`src/tsom_fifo.sv`:
```
`timescale 1ns / 1ps
// Small register-based first-in first-out queue.
module tsom_fifo #(
  parameter int WIDTH = 8,
  parameter int DEPTH = 2
) (
  input  logic                         clk,
  input  logic                         rst,
  input  logic                         push,
  input  logic [WIDTH-1:0]             wdata,
  output logic                         full,
  input  logic                         pop,
  output logic [WIDTH-1:0]             rdata,
  output logic                         empty,
  output logic [$clog2(DEPTH+1)-1:0]   count
);
  localparam int AW = (DEPTH > 1) ? $clog2(DEPTH) : 1;
  localparam int CW = $clog2(DEPTH + 1);

  logic [WIDTH-1:0] mem [DEPTH];
  logic [AW-1:0]    wr_ptr;
  logic [AW-1:0]    rd_ptr;
  logic             do_push;
  logic             do_pop;

  assign full    = (count == CW'(DEPTH));
  assign empty   = (count == '0);
  assign do_push = push && !full;
  assign do_pop  = pop && !empty;
  assign rdata   = mem[rd_ptr];

  // Pointers and fill count
  always_ff @(posedge clk) begin
    if (rst) begin
      wr_ptr <= '0;
      rd_ptr <= '0;
      count  <= '0;
    end else begin
      if (do_push) begin
        wr_ptr <= (wr_ptr == AW'(DEPTH - 1)) ? '0 : wr_ptr + 1'b1;
      end
      if (do_pop) begin
        rd_ptr <= (rd_ptr == AW'(DEPTH - 1)) ? '0 : rd_ptr + 1'b1;
      end
      if (do_push && !do_pop) begin
        count <= count + 1'b1;
      end else if (do_pop && !do_push) begin
        count <= count - 1'b1;
      end
    end
  end

  // Storage
  always_ff @(posedge clk) begin
    if (do_push) begin
      mem[wr_ptr] <= wdata;
    end
  end

endmodule

```
`config.mk`:
```
export PLATFORM = sky130hd
export DESIGN_NAME = tsom_fifo
export DESIGN_NICKNAME = d
export VERILOG_FILES = /design/src/tsom_fifo.sv
export SDC_FILE = /design/constraint.sdc
export NUM_CORES = 1
export LEC_CHECK = 0
export ABC_AREA = 1
export ABC_CLOCK_PERIOD_IN_PS = 1800
export BUFFER_PORTS_ARGS = -buffer_cell sky130_fd_sc_hd__buf_2
export CORE_UTILIZATION = 45
export DETAILED_ROUTE_END_ITERATION = 10
export PLACE_DENSITY = 0.71
export SETUP_SLACK_MARGIN = 0.02
export SLEW_MARGIN = 30
export SYNTH_ARGS = -nofsm -noshare
export SYNTH_HDL_FRONTEND = slang
export SYNTH_SLANG_ARGS = --single-unit
```
`constraint.sdc`:
```
create_clock -name clk -period 1.8 [get_ports clk]
set_input_delay 0.36 -clock clk [delete_from_list [all_inputs] [get_ports clk]]
set_output_delay 0.36 -clock clk [all_outputs]
set_load 0.03 [all_outputs]
```
### Yosys cells after proc, flatten, opt, wreduce, memory -nomap -nowiden

Memories as Yosys holds them, arrays and structs flattened. A register that Yosys moved wholly into a read port is not among the register bits.
Cells that the tools add are included.

| word-level totals | value |
|---|---|
| flip-flop bits (word level) | 4 |
| latch bits | 0 |
| RAM bits | 16 |
| memory bits (read-only) | 0 |
| input port bits | 12 |
| output and inout port bits | 12 |
| word-level logic and storage cells | 27 |
| memories | 1 |

Memory list:

| name | words | width | rd ports | clocked after Yosys merged registers in | write ports | line | text |
|---|---|---|---|---|---|---|---|
| mem | 2 | 8 | 1 | 1 | 1 | 20 | `logic [WIDTH-1:0] mem [DEPTH];` |

| operators by class | value |
|---|---|
| add/sub/neg operators | 4 |
| multiply operators | 0 |
| div/mod/pow operators | 0 |
| order comparisons | 0 |
| equal/unequal tests | 1 |
| shifts and indexed selects | 0 |
| multiplexer cells | 8 |
| bitwise gates (word level) | 0 |
| reductions and logical operators | 10 |

Operators with widths:

| cell | number |
|---|---|
| $mux 1 | 6 |
| $logic_and 1x1->1 | 4 |
| $logic_not 1->1 | 4 |
| $mux 2 | 2 |
| $add 1x1->1 const B | 2 |
| $add 2x1->2 const B | 1 |
| $eq 2x2->1 const B | 1 |
| $logic_not 2->1 | 1 |
| $reduce_bool 2->1 | 1 |
| $sub 2x1->2 const B | 1 |

### Depth between registers and ports, before layout

| depth | value |
|---|---|
| word-level depth | 7 |
| gate-level depth with buffers | 10 |
| mapped depth without buffers | 10 |

### Least setup slack after synthesis

OpenSTA, ideal clock, no wires.

| timing path | value |
|---|---|
| path type | reg2reg |
| start | register count[0] |
| end | memory mem[1][0] (enable) |
| data arrival time | 1.188 ns |
| required time | 1.430 ns |
| slack | 0.242 ns |
| stages on the path, launching flop included | 3 |
| path buffers | 0 |
| cell sequence | dfxtp_1 o21ai_2 nor2_1 |

| between the ends | value |
|---|---|
| word-level cells in the longest chain between the ends | 5 |

Ends and longest elaborated chain:

| what | line | text |
|---|---|---|
| from (decl) | 15 | `output logic [$clog2(DEPTH+1)-1:0] count` |
| from (signal assigned) | 46 | `count <= count + 1'b1;` |
| from (signal assigned) | 48 | `count <= count - 1'b1;` |
| $eq 2x2->1 | 26 | `assign full = (count == CW'(DEPTH));` |
| $logic_not 1->1 | 28 | `assign do_push = push && !full;` |
| $logic_and 1x1->1 | 28 |  |
| $mux 1 | 55 | `if (do_push) begin` |
| $mux 1 (implied by the code) | 56 | `mem[wr_ptr] <= wdata;` |
| to (decl) | 20 |  |

No other way between the ends.

==> results.md <==
* Worst Hold Slack at 0.2457 ns
* Cells after Synth at 62
* # setup viols final at 0
* Drt total wl at 1.231 mm
* R2r startpoint: count[1]
* WHS Endpoint: mem[1][2]
* Clock Tree Root: clkbuf_4
* Setup_tns at 0 ns
* HP Class: in2reg
* Hold Path Stages at 1
* Slowest CP cell: dfxtp_2
* Required time of the critical path at 1.44 ns
* Share of layout cells above drive strength 1 at 47.83%
* Synth-to-Final Area Change at 24.02%
* Largest net degree at the start of global routing at 12
* Hold Vio Cnt, Final at 0
* CP Class: reg2out
* Ports at 24
* R2r endpoint: count[1]
* Vias/cell at 4.530
* Register area share after synthesis at 70.09%
* Hold_sp: wdata[2]
* GRT overflow at 0
* Max-Slew Margin vs Limit at 78.64%
* Static leakage at 0.4364 nW
* Synth unique cells at 16
* Worst Setup End Kind: output port
* Antenna cell count at 0
* Hold_buf cts at 0
* Fin. max-slew vios at 0
* Crit path DAT at 1.29 ns
* Period Utilization, post-route at 91.76%
* Status: completed
* Avg Inst Size Synth at 13.36 µm²
* Seq cells post-synth at 21
* Max_cap viols at 0
* Critical path buffers and inverters at 1
* Antenna viol nets, final at 0
* Initial antenna violation count at 0
* Clock transition at path regs at 0.11 ns
* DRC errors left at 0
* Mapped Nets at 75
* Number of global-route vias before repair at 433
* Final min period at 1.652 ns
* Worst slew pin tran at 0.3200 ns
* Peak supply drop at 0.8540 mV
* CP cell instances: mux2_2 > buf_2
* PD cells at 1463 nW/µm²
* Top cell family by delay on the critical path: flip-flops
* Synth Warn # at 0
* RSZ-0062 raised after global routing: false
* Via count at 530
* Worst R2R Path Depth at 9
* Die height at 44.90 µm
* Post-DP HPWL at 894 µm
* GPL Wtd Cong at 0.7153
* Drt pass-1 iters at 4
* CORE AREA at 1727 µm²
* Starting density of the core at 47.97%
* Die W at 44.90 µm
* TritonCTS clock tree: yes
* CTS buffer count at 3
* R2R setup slack at 0.36 ns
* Worst setup SP type: flop
* Total GRT Usage at 14.20%
* Max Clock Skew at 0.01019 ns
* Fmax at 605.4 MHz
* Max Root-Sink Buffers at 2
* CP Max Fanout at 8
* # H-tree levels at 1
* Clk Latency, worst-skew pair at 0.29 ns
* Postcts setup bufs at 0
* Fin nets at 106
* CTS Sinks at 21
* Die Footprint at 2016 µm²
* First-pass GRT wire length at 1.863 mm
* IO Port Bufs at 23
* Row count at 15
* Overall power at 0.001503 W
* Starting DRT DRC Count at 8
* Crit-path max cell delay at 0.46 ns
* WL/cell at 10.52 µm
* Mapped cell area at 828.3 µm²
## synthesized netlist by cell type, drive strengths merged
library cell	number	area (µm²)
nand3	1	5.000
o21ai	5	32.53
dfxtp	5	100.1
edfxtp	16	480.5
inv	9	33.79
nand2	4	15.01
and2	1	8.760
nor2	9	33.78
mux2	8	90.09
nand4	1	6.260
a21oi	1	5.000
ha	1	12.51
buf	1	5.000
## stage by stage
| step | area [µm²] | instances | util [%] | worst slack (ns) |
|---|---|---|---|---|
| after detailed placement | 999.7 | 113 | 57.90 | 0.3526 |
| after CTS | 1027 | 117 | 59.49 | 0.1307 |
| final | 1027 | 117 | 59.49 | 0.1483 |
| after global routing | 1027 | 117 | 59.49 | 0.08464 |
| after floorplan | 828.3 | 62 | - | 0.2420 |
| after global placement | 999.7 | 113 | 57.90 | 0.3761 |
## registers in the layout (all words and copies together) (netlist names), named ones only
signal / cells
wr_ptr: 1
mem: 16
count: 2
rd_ptr: 1
## cell type report
| class | instances | area [µm²] |
|---|---|---|
| Sequential cell | 21 | 581.8 |
| Fill cell | 156 | 699.4 |
| Tap cell | 25 | 31.28 |
| Timing Repair Buffer | 27 | 145.1 |
| Clock buffer | 4 | 26.28 |
| Multi-Input combinational cell | 31 | 209.0 |
| Inverter | 9 | 33.78 |
## worst max-delay path by stage
stage	from	end	slack (ns)	cells past startpoint
finish	flop	rdata[7]	0.15	2
global route	flop	rdata[7]	0.08	2
CTS	flop	rdata[4]	0.13	2
detailed placement	flop	rdata[4]	0.35	2
global placement	flop	rdata[4]	0.38	2
floorplan	count[0]	mem[1][0]	0.24	2
## routing by layer
metal,global-route usage [%],part of all wire [%]
met5,0,0
met2,22.06,46
met3,6.400,5.4
met4,9.091,0.97
met1,15.83,47
## power breakdown
| part | total (W) | internal [W] | switching, W |
|---|---|---|---|
| combinational | 0.000595 | 0.000219 | 0.000376 |
| sequential | 0.000692 | 0.000620 | 0.0000724 |
| clock | 0.000215 | 0.0000861 | 0.000129 |
## what timing repair did
item                       4_1_cts  5_1_grt
setup endpoints to repair        8        0
hold endpoints to repair         0        0
resized for setup                1        0
## kinds of logic after synthesis
kind of cell / after synthesis / share of synthesized area [%]
AND/OR/NAND/NOR: 16 / 8.307
flip-flops: 21 / 70.09
buffers and inverters: 10 / 4.683
AO/OA/AOI/OAI: 6 / 4.531
adder cells (fa/ha/maj): 1 / 1.510
multiplexers: 8 / 10.88
## cell usage in the layout (no fill, tap or decap), drive strengths merged
cell type  netlist  routed
clkbuf           0       4
nand3            1       1
edfxtp          16      16
mux2             8       8
nor2             9       9
a21oi            1       1
o21ai            5       5
nand2            4       4
dfxtp            5       5
nand4            1       1
ha               1       1
inv              9       9
buf              1      27
and2             1       1
Note: power is estimated with default switching activity, not from simulation.
