==> src/tsom_pkg.sv <==
`timescale 1ns / 1ps
// Shared types, register codes and fixed-point constants of the tone/saw oscillator mixer.
package tsom_pkg;

  // Sample format: signed Q1.23
  localparam int SAMPLE_W    = 24;
  localparam int SAMPLE_FRAC = SAMPLE_W - 1;

  // Generated sample after alignment to sample fraction bits, with headroom
  localparam int GEN_W = SAMPLE_W + 2;

  // Register fraction bits
  localparam int COEF_FRAC   = 30;
  localparam int GAIN_FRAC   = 20;
  localparam int OFFSET_FRAC = 23;

  // Defaults for the top-level parameters
  localparam int STATE_WIDTH_DEF = 32;
  localparam int MID_DEPTH_DEF   = 2;
  localparam int OUT_DEPTH_DEF   = 4;

  // Configuration port
  localparam int CFG_DATA_W  = 32;
  localparam int CFG_INDEX_W = 3;

  localparam logic [23:0] GAIN_RESET = 24'd1048576;

  typedef enum logic [CFG_INDEX_W-1:0] {
    REG_MODE        = 3'd0,
    REG_COEF_A      = 3'd1,
    REG_COEF_B      = 3'd2,
    REG_SAW_INC     = 3'd3,
    REG_GAIN        = 3'd4,
    REG_OFFSET      = 3'd5,
    REG_INIT_FIRST  = 3'd6,
    REG_INIT_SECOND = 3'd7
  } cfg_reg_t;

  typedef enum logic {
    MODE_TONE = 1'b0,
    MODE_SAW  = 1'b1
  } osc_mode_t;

  typedef struct packed {
    osc_mode_t          mode;
    logic signed [31:0] coef_a;
    logic signed [30:0] coef_b;
    logic        [30:0] saw_increment;
    logic        [23:0] gain;
    logic signed [23:0] offset;
    logic signed [31:0] init_first;
    logic signed [31:0] init_second;
  } cfg_regs_t;

  typedef struct packed {
    logic signed [SAMPLE_W-1:0] src_left;
    logic signed [SAMPLE_W-1:0] src_right;
    logic                       restart;
  } in_item_t;

  typedef struct packed {
    logic signed [SAMPLE_W-1:0] out_left;
    logic signed [SAMPLE_W-1:0] out_right;
  } out_item_t;

  // Request passed from the oscillator front to the mixing back
  typedef struct packed {
    logic signed [SAMPLE_W-1:0] src_left;
    logic signed [SAMPLE_W-1:0] src_right;
    logic signed [GEN_W-1:0]    gen;
  } mid_item_t;

endpackage

==> src/tsom_cfg.sv <==
`timescale 1ns / 1ps
// Configuration register file of the tone/saw oscillator mixer.
module tsom_cfg (
  input  logic                             clk,
  input  logic                             rst,
  input  logic                             we,
  input  logic [tsom_pkg::CFG_INDEX_W-1:0] index,
  input  logic [tsom_pkg::CFG_DATA_W-1:0]  data,
  output tsom_pkg::cfg_regs_t              regs
);
  import tsom_pkg::*;

  // Register writes, decoded by index
  always_ff @(posedge clk) begin
    if (rst) begin
      regs <= '{mode: MODE_TONE, gain: GAIN_RESET, default: '0};
    end else if (we) begin
      unique case (cfg_reg_t'(index))
        REG_MODE:        regs.mode          <= osc_mode_t'(data[0]);
        REG_COEF_A:      regs.coef_a        <= data;
        REG_COEF_B:      regs.coef_b        <= data[30:0];
        REG_SAW_INC:     regs.saw_increment <= data[30:0];
        REG_GAIN:        regs.gain          <= data[23:0];
        REG_OFFSET:      regs.offset        <= data[23:0];
        REG_INIT_FIRST:  regs.init_first    <= data;
        REG_INIT_SECOND: regs.init_second   <= data;
        default: ;
      endcase
    end
  end

endmodule

==> config.mk <==
export PLATFORM = sky130hd
export DESIGN_NAME = tsom_cfg
export DESIGN_NICKNAME = d
export VERILOG_FILES = /design/src/tsom_pkg.sv /design/src/tsom_cfg.sv
export SDC_FILE = /design/constraint.sdc
export NUM_CORES = 1
export LEC_CHECK = 0
export BUFFER_PORTS_ARGS = -buffer_cell sky130_fd_sc_hd__buf_2
export CAP_MARGIN = 20
export CORE_MARGIN = 5
export CORE_UTILIZATION = 30
export DETAILED_ROUTE_END_ITERATION = 10
export PLACE_DENSITY = 0.53
export REMOVE_ABC_BUFFERS = 1
export SLEW_MARGIN = 10
export SYNTH_ARGS = -nofsm -noshare
export SYNTH_HDL_FRONTEND = slang
export SYNTH_SLANG_ARGS = --single-unit
==> constraint.sdc <==
create_clock -name clk -period 1.1 [get_ports clk]
set_input_delay 0.11 -clock clk [delete_from_list [all_inputs] [get_ports clk]]
set_output_delay 0.11 -clock clk [all_outputs]
set_load 0.02 [all_outputs]
# [Word-level counts from Yosys, hierarchy flattened]
# Index checks and enable logic that the tools add are counted.
[op_classes] n_reduce_logical=9 n_eq_ne=7
[op_table] op="$reduce_and 2->1" n=8
[op_table] op="$eq 3x3->1 const B" n=4
[op_table] op="$eq 3x2->1 const B" n=2
[op_table] op="$eq 3x1->1 const B" n=1
[op_table] op="$logic_not 3->1" n=1
[totals] wordCells=24 reg_bits=207 inputBits=38 out_inout_bits=207

# [Logic depth before layout (Yosys ltp)]
# Gate-level depths: netlist of run 1.
[logic_depth] depth_word=2 depth_mapped=5 mapped_depth_nobuf=2

# [Worst setup path before layout of run 1]
# No wires, ideal clock.
[synth_path] kind="input-to-reg" startpoint="input port index[0] (netlist name)" endpoint="register regs[164] (netlist name)" stages=5 arrival_time_ps=949 t_required_ps=1028 n_path_buf=3 setup_ps=72 setup_slack_ps=80 cell_sequence="buf_4 -> and4bb_1 -> buf_6 -> buf_8 -> mux2i_1"
[synth_via] elab_chain_cells=2
[synth_rtl] element="start: declaration" line_no="tsom_cfg.sv:7" text="input logic [tsom_pkg::CFG_INDEX_W-1:0] index,"
[synth_rtl] element="$eq 3x2->1" line_no="tsom_cfg.sv:18" text="unique case (cfg_reg_t'(index))"
[synth_rtl] element="$reduce_and 2->1 (no source line)"
[synth_rtl] element="end: declaration" line_no="tsom_cfg.sv:9" text="output tsom_pkg::cfg_regs_t regs"
# No other way between the ends.
# A chain may end at the register's enable or synchronous reset.

# [Worst setup path in the final report of run 1]
[layout_path] startpoint="register regs[62] (netlist name)" endpoint="output port regs[62] (netlist name)"
# No word-level cell between the ends.

==> results_dict.tcl, run 1 <==
set metrics [dict create \
    dieWidth_um 175 \
    min_path_cells 3 \
    grt_pass1_vias 6309 \
    synth_edf_count 0 \
    crit_buf_inv 1 \
    post-dp-hpwl_um 15800 \
    yosys.area.top_type "dfxtp_1" \
    yosys-top-cells-area "dfxtp_1 51%, mux2i_1 25%, nand2b_1 18%, buf_6 1.4%, buf_4 1.1%" \
    timing.rr.start "regs[136]$_SDFFE_PP0P_" \
    grt_max_degree 63 \
    powerDensity_mw_per_mm2 1350 \
    seqPwrFrac 0.438 \
    tns_ns 0 \
    path_delay_family "flip-flops" \
    vias 6191 \
    ff_latch_area_mm2 0.00440 \
    floorplan.rows 60 \
    crit_required_ns 0.99 \
    ios 245 \
    routedWlPerCell_um 17.1 \
    syn2layout_area_growth_pct 60.8 \
    min_path_type "input pin to flop" \
    cts_htree_levels 1 \
    clkTransAtPathRegs_ns 0.06 \
    antenna_found_initial 0 \
    cts_sinks 207 \
    drt_iter0_markers 202 \
    async_flop_share 0 \
    timing.final.crit_period_ns 1.09 \
    die_h_um 175 \
    grt_setup_unrepaired "yes" \
    gp_congestion 0.711 \
    die_area_mm2 0.0308 \
    switching_share 0.226 \
    routed_wirelength_um 24500 \
    core_area_mm2 0.0270 \
    largest_register_ffs 207 \
    max_freq_mhz 915 \
    grt_pass1_wl_um 37300 \
    ir_worst_vdd_uv 1100 \
    power.leakage_nw 6.53 \
    crit_path_top_delay_cell "dfxtp_2" \
    cp_max_fo 2 \
    path_depth 1 \
    io_buffers 244 \
    regMostFlops "regs" \
    max_slew_margin 0.758 \
    whs_ns 0.0193 \
    final_hold_viol_count 0 \
    critPathKind "flop to output port" \
    track_usage 0.151 \
    grt-ovfl-total 0 \
    viasPerCell 4.33 \
    syn_inst 718 \
    synth_area_mm2 0.00821 \
    final_util 0.489 \
    tightest_slew_ns 0.362 \
    synth-main-ff-cell "dfxtp_1" \
    tritoncts "built" \
    slew_violations 0 \
    reg_top3 "regs: 207 flops" \
    worstPathArrival_ns 0.98 \
    p_comb_frac 0.095 \
    antenna_cells 0 \
    ys.warnings.count 0 \
    clkPwrFrac 0.467 \
    status "complete, no violations" \
    nets 1110 \
    clk_path_buf_depth 3 \
    drtAntennaViolNets 0 \
    synth_top_cells_by_count "238 x nand2b_1, 207 x dfxtp_1, 207 x mux2i_1, 24 x clkbuf_1, 12 x buf_4" \
    clk_latency_ns 0.50 \
    yosysSeqAreaShare 0.505 \
    drc 0 \
    syn_area_per_cell_um2 11.4 \
    startpoint "regs[62]$_SDFFE_PP0P_" \
    critical-path-max-stage-delay_ns 0.36 \
    synth.most_common_cell "nand2b_1" \
    fin_skew_ns 0 \
    intPower_mw 13.8 \
    root_buffer "clkbuf_16" \
    maxCapViolCount 0 \
    cp_cell_sequence "buf_6" \
    critPathLaunchType "flop" \
    drive_above_1_share 0.568 \
    start_util 0.304 \
    multi_input_area_mm2 0.00372 \
    firstDrtPassIters 4 \
    fin_crit_sh 0.994 \
    cts_buffers 24 \
    fill_cells 2444 \
    synthDistinctLibCells 17 \
    p_sw_mw 4.04 \
    crit_path_end_kind "output port" \
    ys_seq_elements 207 \
    reg2regPathDepth 4 \
    hold_start "data[30]" \
    setup_viol 0 \
    synth_top_area_frac 0.505 \
]
==> kinds of logic (layout without fill, tap and decap cells) <==
family | count (synthesis) | after routing | synth area share
AND/OR/NAND/NOR | 250 | 250 | 0.199
multiplexers | 207 | 207 | 0.253
flip-flops | 207 | 207 | 0.505
buffers and inverters | 54 | 425 | 0.0435
==> repair_timing <==
action | CTS | global route
resized for setup | 621 | 0
hold buffers | 15 | 0
setup endpoints to repair | 207 | 188
buffers inserted | 8 | 63
hold endpoints to repair | 59 | 0
gates cloned | 0 | 0
==> stage by stage <==
step | setup slack (ns) | cell area [um2] | std cells | total power [mW]
floorplan | -0.581 | 7850 | 664 | 8.62
CTS | -0.0266 | 12700 | 1367 | 18.0
finish | 0.00667 | 13200 | 1430 | 17.8
detailed placement | -0.116 | 10100 | 1301 | 9.32
global route | -0.0330 | 13200 | 1430 | 18.6
global placement | -0.122 | 10100 | 1301 | 9.31
==> metal layers <==
layer	share of wire	track usage	vias up
li1	-	-	3084
met1	0.45	0.197	2916
met2	0.47	0.250	171
met3	0.070	0.0471	20
met4	0.0087	0.0252	0
met5	0	0	-
==> power by group through the flow <==
| stage | logic (mW) | registers [mW] | clock network, mW |
|---|---|---|---|
| final | 1.69 | 7.82 | 8.33 |
| after global routing | 1.81 | 7.84 | 8.91 |
| after CTS | 1.64 | 7.82 | 8.56 |
| after detailed placement | 1.40 | 7.92 | 0 |
| after global placement | 1.40 | 7.92 | 0 |
| after floorplan | 0.509 | 8.11 | 0 |
==> worst paths after layout <==
check | to | slack [ns]
worst max register to register | regs[136]$_SDFFE_PP0P_ | 0.29
worst min-delay path | regs[204]$_SDFFE_PP0P_ | 0.02
worst max-delay path | regs[62] | 0.007
worst min register to register | regs[161]$_SDFFE_PP0P_ | 0.47
==> cell type report <==
class / count / area share
Clock inverter: 6 / 0.00636
Timing Repair Buffer: 382 / 0.288
Multi-Input combinational cell: 457 / 0.282
Sequential cell: 207 / 0.334
Tap cell: 341 / 0.0323
Clock buffer: 37 / 0.0577
==> placed cells by master (no fill, tap or decap) <==
master,synthesis,final
and4bb_1,2,2
buf_12,1,16
buf_2,5,36
buf_4,12,108
buf_6,10,207
bufinv_16,0,2
clkbuf_1,24,3
clkbuf_16,0,25
clkbuf_8,0,9
clkinv_2,0,3
dfxtp_2,0,207
dlygate4sd3_1,0,15
inv_6,0,1
mux2i_1,207,207
nand2b_1,238,238
nand4_4,0,1
nand4b_1,1,1
nand4b_4,2,2
nand4bb_1,3,1
nand4bb_2,0,2
nor2_1,2,2
nor4b_1,1,1
Note: power is estimated with default switching activity, not from simulation.
==> run 2, diff against run 1 <==
Settings changed: ABC_AREA set to 1, PLACE_DENSITY 0.53 to 0.51.
Clock period 1.1 ns to 1.07 ns, I/O delays scaled along.
==> run 2 against run 1 <==
Global-route usage increased by 3.2 points. First-iteration DRC count up 120%. Combinational power grew 51%. Clock power fell by 8.4%. Synthesized area fell by 1.1%. Sequential share of layout area rose by 1.6 points. Clock-buffer cell count is 2 lower. The run now ends with setup timing left. Register-to-register slack gained 0.08 ns. Sequential cell count stayed put.
==> results_dict.tcl, run 2 <==
set metrics [dict create \
    status "finished, violations left" \
    failed_checks "setup timing" \
    worstPathArrival_ns 0.99 \
    critPathLaunchType "flop" \
    grt_setup_unrepaired "yes" \
    max_freq_mhz 915 \
    reg_top3 "regs: 207 flops" \
    min_path_type "input pin to flop" \
    root_buffer "clkbuf_16" \
    slew_violations 0 \
    largest_register_ffs 207 \
    synth-main-ff-cell "dfxtp_1" \
    powerDensity_mw_per_mm2 1460 \
    synth_area_mm2 0.00812 \
    synth.most_common_cell "nor2_1" \
    crit_path_end_kind "output port" \
    cts_sinks 207 \
    io_buffers 244 \
    track_usage 0.183 \
    syn2layout_area_growth_pct 55.1 \
    routedWlPerCell_um 16.3 \
    ys.warnings.count 0 \
    dieWidth_um 174 \
    crit_buf_inv 1 \
    drt_iter0_markers 444 \
    grt_pass1_vias 7810 \
    final_hold_viol_count 0 \
    cp_max_fo 2 \
    fin_skew_ns 0 \
    die_h_um 174 \
    yosysSeqAreaShare 0.511 \
    max_slew_margin 0.781 \
    clk_latency_ns 0.50 \
    final_area_mm2 0.0126 \
    layout_commonest_cell "nor2_1" \
    finalPower_mw 18.4 \
    setup_ws_ns -0.0224 \
    routed_wirelength_um 28900 \
    die_area_mm2 0.0304 \
    critPathKind "flop to output port" \
    clkTransAtPathRegs_ns 0.06 \
    whs_ns 0.0269 \
    floorplan.rows 60 \
    setup_viol 23 \
    syn_inst 1169 \
    tightest_slew_ns 0.328 \
    drc 0 \
    ys_seq_elements 207 \
    cts_htree_levels 1 \
    tns_ns -0.138 \
    final_cell_mix "411 x nor2_1, 244 x nand2_1, 209 x buf_6, 207 x dfxtp_2, 175 x nand3_1" \
    regMostFlops "regs" \
    async_flop_share 0 \
    timing.final.crit_period_ns 1.09 \
    cp_cell_sequence "buf_6" \
    start_util 0.303 \
    maxCapViolCount 0 \
    antenna_found_initial 1 \
    path_delay_family "flip-flops" \
    placed_cell_area_mm2 0.0101 \
    clk_path_buf_depth 3 \
    final_util 0.470 \
    synth_top_area_frac 0.511 \
    syn_area_per_cell_um2 6.94 \
    yosys-top-cells-area "dfxtp_1 51%, nor2_1 19%, nand2_1 11%, nand3_1 11%, buf_2 3.2%" \
    post-dp-hpwl_um 19100 \
    drive_above_1_share 0.383 \
    tritoncts "built" \
    viasPerCell 4.58 \
    power.leakage_nw 5.62 \
    drtAntennaViolNets 0 \
    crit_path_top_delay_cell "dfxtp_2" \
    nets 1460 \
    grt_pass1_wl_um 45000 \
    grt-ovfl-total 0 \
    r2r_setup_slack_ns 0.37 \
    synth_top_cells_by_count "415 x nor2_1, 244 x nand2_1, 207 x dfxtp_1, 175 x nand3_1, 52 x buf_2" \
    ir_worst_vdd_uv 1100 \
    vias 8156 \
    synth_edf_count 0 \
    gp_congestion 0.757 \
    core_area_mm2 0.0268 \
    cts_buffers 23 \
    grt_max_degree 48 \
    fin_crit_sh 1.02 \
    synthDistinctLibCells 16 \
    crit_required_ns 0.96 \
    critical-path-max-stage-delay_ns 0.36 \
    firstDrtPassIters 5 \
    ios 245 \
    yosys.area.top_type "dfxtp_1" \
]
-- run 2: logic make-up (layout without fill, tap and decap cells) --
family,Yosys count,in the layout,synth area share
other,0,1,0
buffers and inverters,118,386,0.0668
AO/OA/AOI/OAI,2,2,0.00123
flip-flops,207,207,0.511
AND/OR/NAND/NOR,842,842,0.421
-- run 2: path summary, 6_finish.rpt --
check                               from                    end  cells past startpoint
setup / recovery  regs[114]$_SDFFE_PP0P_              regs[114]                      1
hold / removal                   data[8]   regs[8]$_SDFFE_PP0P_                      5
setup reg to reg    regs[5]$_SDFFE_PP0P_   regs[5]$_SDFFE_PP0P_                      3
hold reg to reg    regs[45]$_SDFFE_PP0P_  regs[45]$_SDFFE_PP0P_                      2
-- run 2: stage by stage --
stage,setup WS (ns),cells
after floorplan,-1.24,1090
after global placement,-0.0965,1721
after detailed placement,-0.104,1721
after CTS,-0.0387,1775
after global routing,-0.0555,1779
final,-0.0224,1779
-- run 2: area by class of cell --
class	instances	area, um2
diodes	1	2.50
clock buffers	35	671
clock inverters	5	50.0
fillers	2650	14200
inverters	39	151
multi-input cells	844	3480
flip-flops and latches	207	4400
well taps	341	427
repair buffers	307	3400
-- run 2: worst reg2reg max path: cells and delay by family (launching register included) --
| kind | cells | cell delay (ns) |
|---|---|---|
| buffers and inverters | 1 | 0.12 |
| and+or+nand+nor | 2 | 0.14 |
| DFF | 1 | 0.32 |
-- run 2: per-layer routing --
metal	track usage	share of wire	vias to the layer above
li1	-	-	4109
met1	0.231	0.43	3788
met2	0.316	0.48	220
met3	0.0400	0.059	39
met4	0.0482	0.025	0
met5	0	0	-
-- run 2: timing repair --
action                                  CTS  global route
hold endpoints to repair                 50             0
pin swaps                                 0             0
gates cloned                              0             0
buffers inserted                          2             3
resized for setup                       621             2
endpoints found under the setup margin  207           217
hold buffers                             12             0
-- run 2: power by group --
| part | internal [mW] | total (mW) | switching, mW |
|---|---|---|---|
| combinational | 1.09 | 2.55 | 1.46 |
| clock | 4.53 | 7.63 | 3.10 |
| sequential | 8.03 | 8.24 | 0.206 |
| total | 13.7 | 18.4 | 4.77 |
==> run 3, diff against run 2 <==
Settings changed: CORE_UTILIZATION 30 to 51, PLACE_DENSITY 0.51 to 0.79.
==> run 3 against run 2 <==
Design area decreased by 1.1%. Sequential share of layout area rose by 0.39 points. The flow still finishes with violations (setup timing). Critical path depth is the same. Register-to-register slack worse by 0.09 ns. Sequential power about the same. Via count increased by 9.5%.
==> results_dict.tcl, run 3 (same netlist as run 2, synthesis figures left out) <==
set metrics [dict create \
    power.leakage_nw 5.66 \
    clkTransAtPathRegs_ns 0.07 \
    layout_commonest_cell "nor2_1" \
    ir_worst_vdd_uv 1020 \
    post-dp-hpwl_um 16300 \
    start_util 0.515 \
    fill_cells 995 \
    drc 0 \
    final_cell_mix "411 x nor2_1, 244 x nand2_1, 207 x buf_6, 207 x dfxtp_2, 175 x nand3_1" \
    die_area_mm2 0.0185 \
    gp_congestion 0.799 \
    slew_violations 0 \
    crit_path_end_kind "output port" \
    track_usage 0.304 \
    max_slew_margin 0.801 \
    powerDensity_mw_per_mm2 1480 \
    final_area_mm2 0.0124 \
    multi_input_area_mm2 0.00347 \
    r2r_setup_slack_ns 0.28 \
    min_path_type "input pin to flop" \
    grt_setup_unrepaired "yes" \
    path_delay_family "flip-flops" \
    nets 1467 \
    crit_path_top_delay_cell "dfxtp_2" \
    core_area_mm2 0.0158 \
    final_hold_viol_count 0 \
    fin_skew_ns 0 \
    vias 8928 \
    antenna_found_initial 1 \
    failed_checks "setup timing" \
    critical-path-max-stage-delay_ns 0.37 \
    syn2layout_area_growth_pct 53.4 \
    tightest_slew_ns 0.299 \
    viasPerCell 5.38 \
    ios 245 \
    routed_wirelength_um 29400 \
    die_h_um 136 \
    crit_buf_inv 1 \
    grt_pass1_wl_um 45300 \
    worstPathArrival_ns 0.98 \
    grt_max_degree 52 \
    critPathKind "flop to output port" \
    maxCapViolCount 0 \
    firstDrtPassIters 5 \
    clk_path_buf_depth 3 \
    floorplan.rows 46 \
    reg_top3 "regs: 207 flops" \
    grt-ovfl-total 0 \
    dieWidth_um 136 \
    clk_latency_ns 0.49 \
    critPathLaunchType "flop" \
    timing.final.crit_period_ns 1.09 \
    status "finished, violations left" \
    whs_ns 0.0252 \
    cts_sinks 207 \
    grt_pass1_vias 8891 \
    crit_required_ns 0.96 \
    ff_latch_area_mm2 0.00440 \
    cts_htree_levels 1 \
    tritoncts "built" \
    cp_cell_sequence "buf_6" \
    cp_max_fo 2 \
    regMostFlops "regs" \
    placed_cell_area_mm2 0.00993 \
    drtAntennaViolNets 0 \
    fin_crit_sh 1.02 \
    largest_register_ffs 207 \
    setup_viol 8 \
    root_buffer "clkbuf_16" \
    io_buffers 244 \
    cts_buffers 22 \
    max_freq_mhz 917 \
    drt_iter0_markers 790 \
    routedWlPerCell_um 17.7 \
    drive_above_1_share 0.390 \
    setup_ws_ns -0.0208 \
]
## run 3: changes by cell type in the layout (fill, tap and decap cells not counted), sizes merged
cell | previous run | this run
bufinv | 1 | 0
clkbuf | 35 | 36
inv | 39 | 38
dlygate4sd3 | 12 | 9
buf | 295 | 306
## run 3: what timing repair did
action | in CTS | in global routing
hold buffers | 9 | 0
setup endpoints to repair | 207 | 174
endpoints found under the hold margin | 24 | 0
resized for setup | 602 | 22
buffers inserted | 0 | 18
## run 3: layer usage
metal / vias up / track usage / wire (um)
li1: 4136 / - / -
met1: 4093 / 0.345 / 10500
met2: 560 / 0.533 / 14700
met3: 137 / 0.0670 / 2710
met4: 2 / 0.158 / 1500
met5: - / 0 / 13
## run 3: stage by stage
stage	setup WS [ns]	setup TNS (ns)	utilization	cells	power [mW]
finish	-0.0208	-0.0504	0.789	1661	18.4
global route	-0.0318	-1.49	0.789	1660	19.0
CTS	-0.0163	-0.102	0.777	1642	18.3
detailed placement	-0.0472	-0.916	0.630	1594	10.4
global placement	0.00320	0	0.630	1594	10.4
floorplan	-1.24	-224.32	-	1090	9.54
## run 3: where the power goes
part | total [mW] | internal (mW) | switching, mW | leakage (nW)
clock | 7.54 | 4.48 | 3.06 | 0.359
combinational | 2.60 | 1.09 | 1.51 | 3.52
sequential | 8.25 | 8.03 | 0.219 | 1.78
total | 18.4 | 13.6 | 4.79 | 5.66
## run 3: layout make-up
class,instances,area share
antenna,1,0.000201
clock buffer,36,0.0566
clock inverter,3,0.00121
inverter,39,0.0128
multi-input combinational,844,0.279
sequential,207,0.354
tap,216,0.0217
timing repair buffer,315,0.275
## run 3: path summary, 6_finish.rpt
| kind | from | to | cells past startpoint |
|---|---|---|---|
| min | data[30] | regs[204]$_SDFFE_PP0P_ | 5 |
| min reg2reg | regs[102]$_SDFFE_PP0P_ | regs[102]$_SDFFE_PP0P_ | 2 |
| max reg2reg | regs[12]$_SDFFE_PP0P_ | regs[12]$_SDFFE_PP0P_ | 3 |
| max | regs[192]$_SDFFE_PP0P_ | regs[192] | 1 |
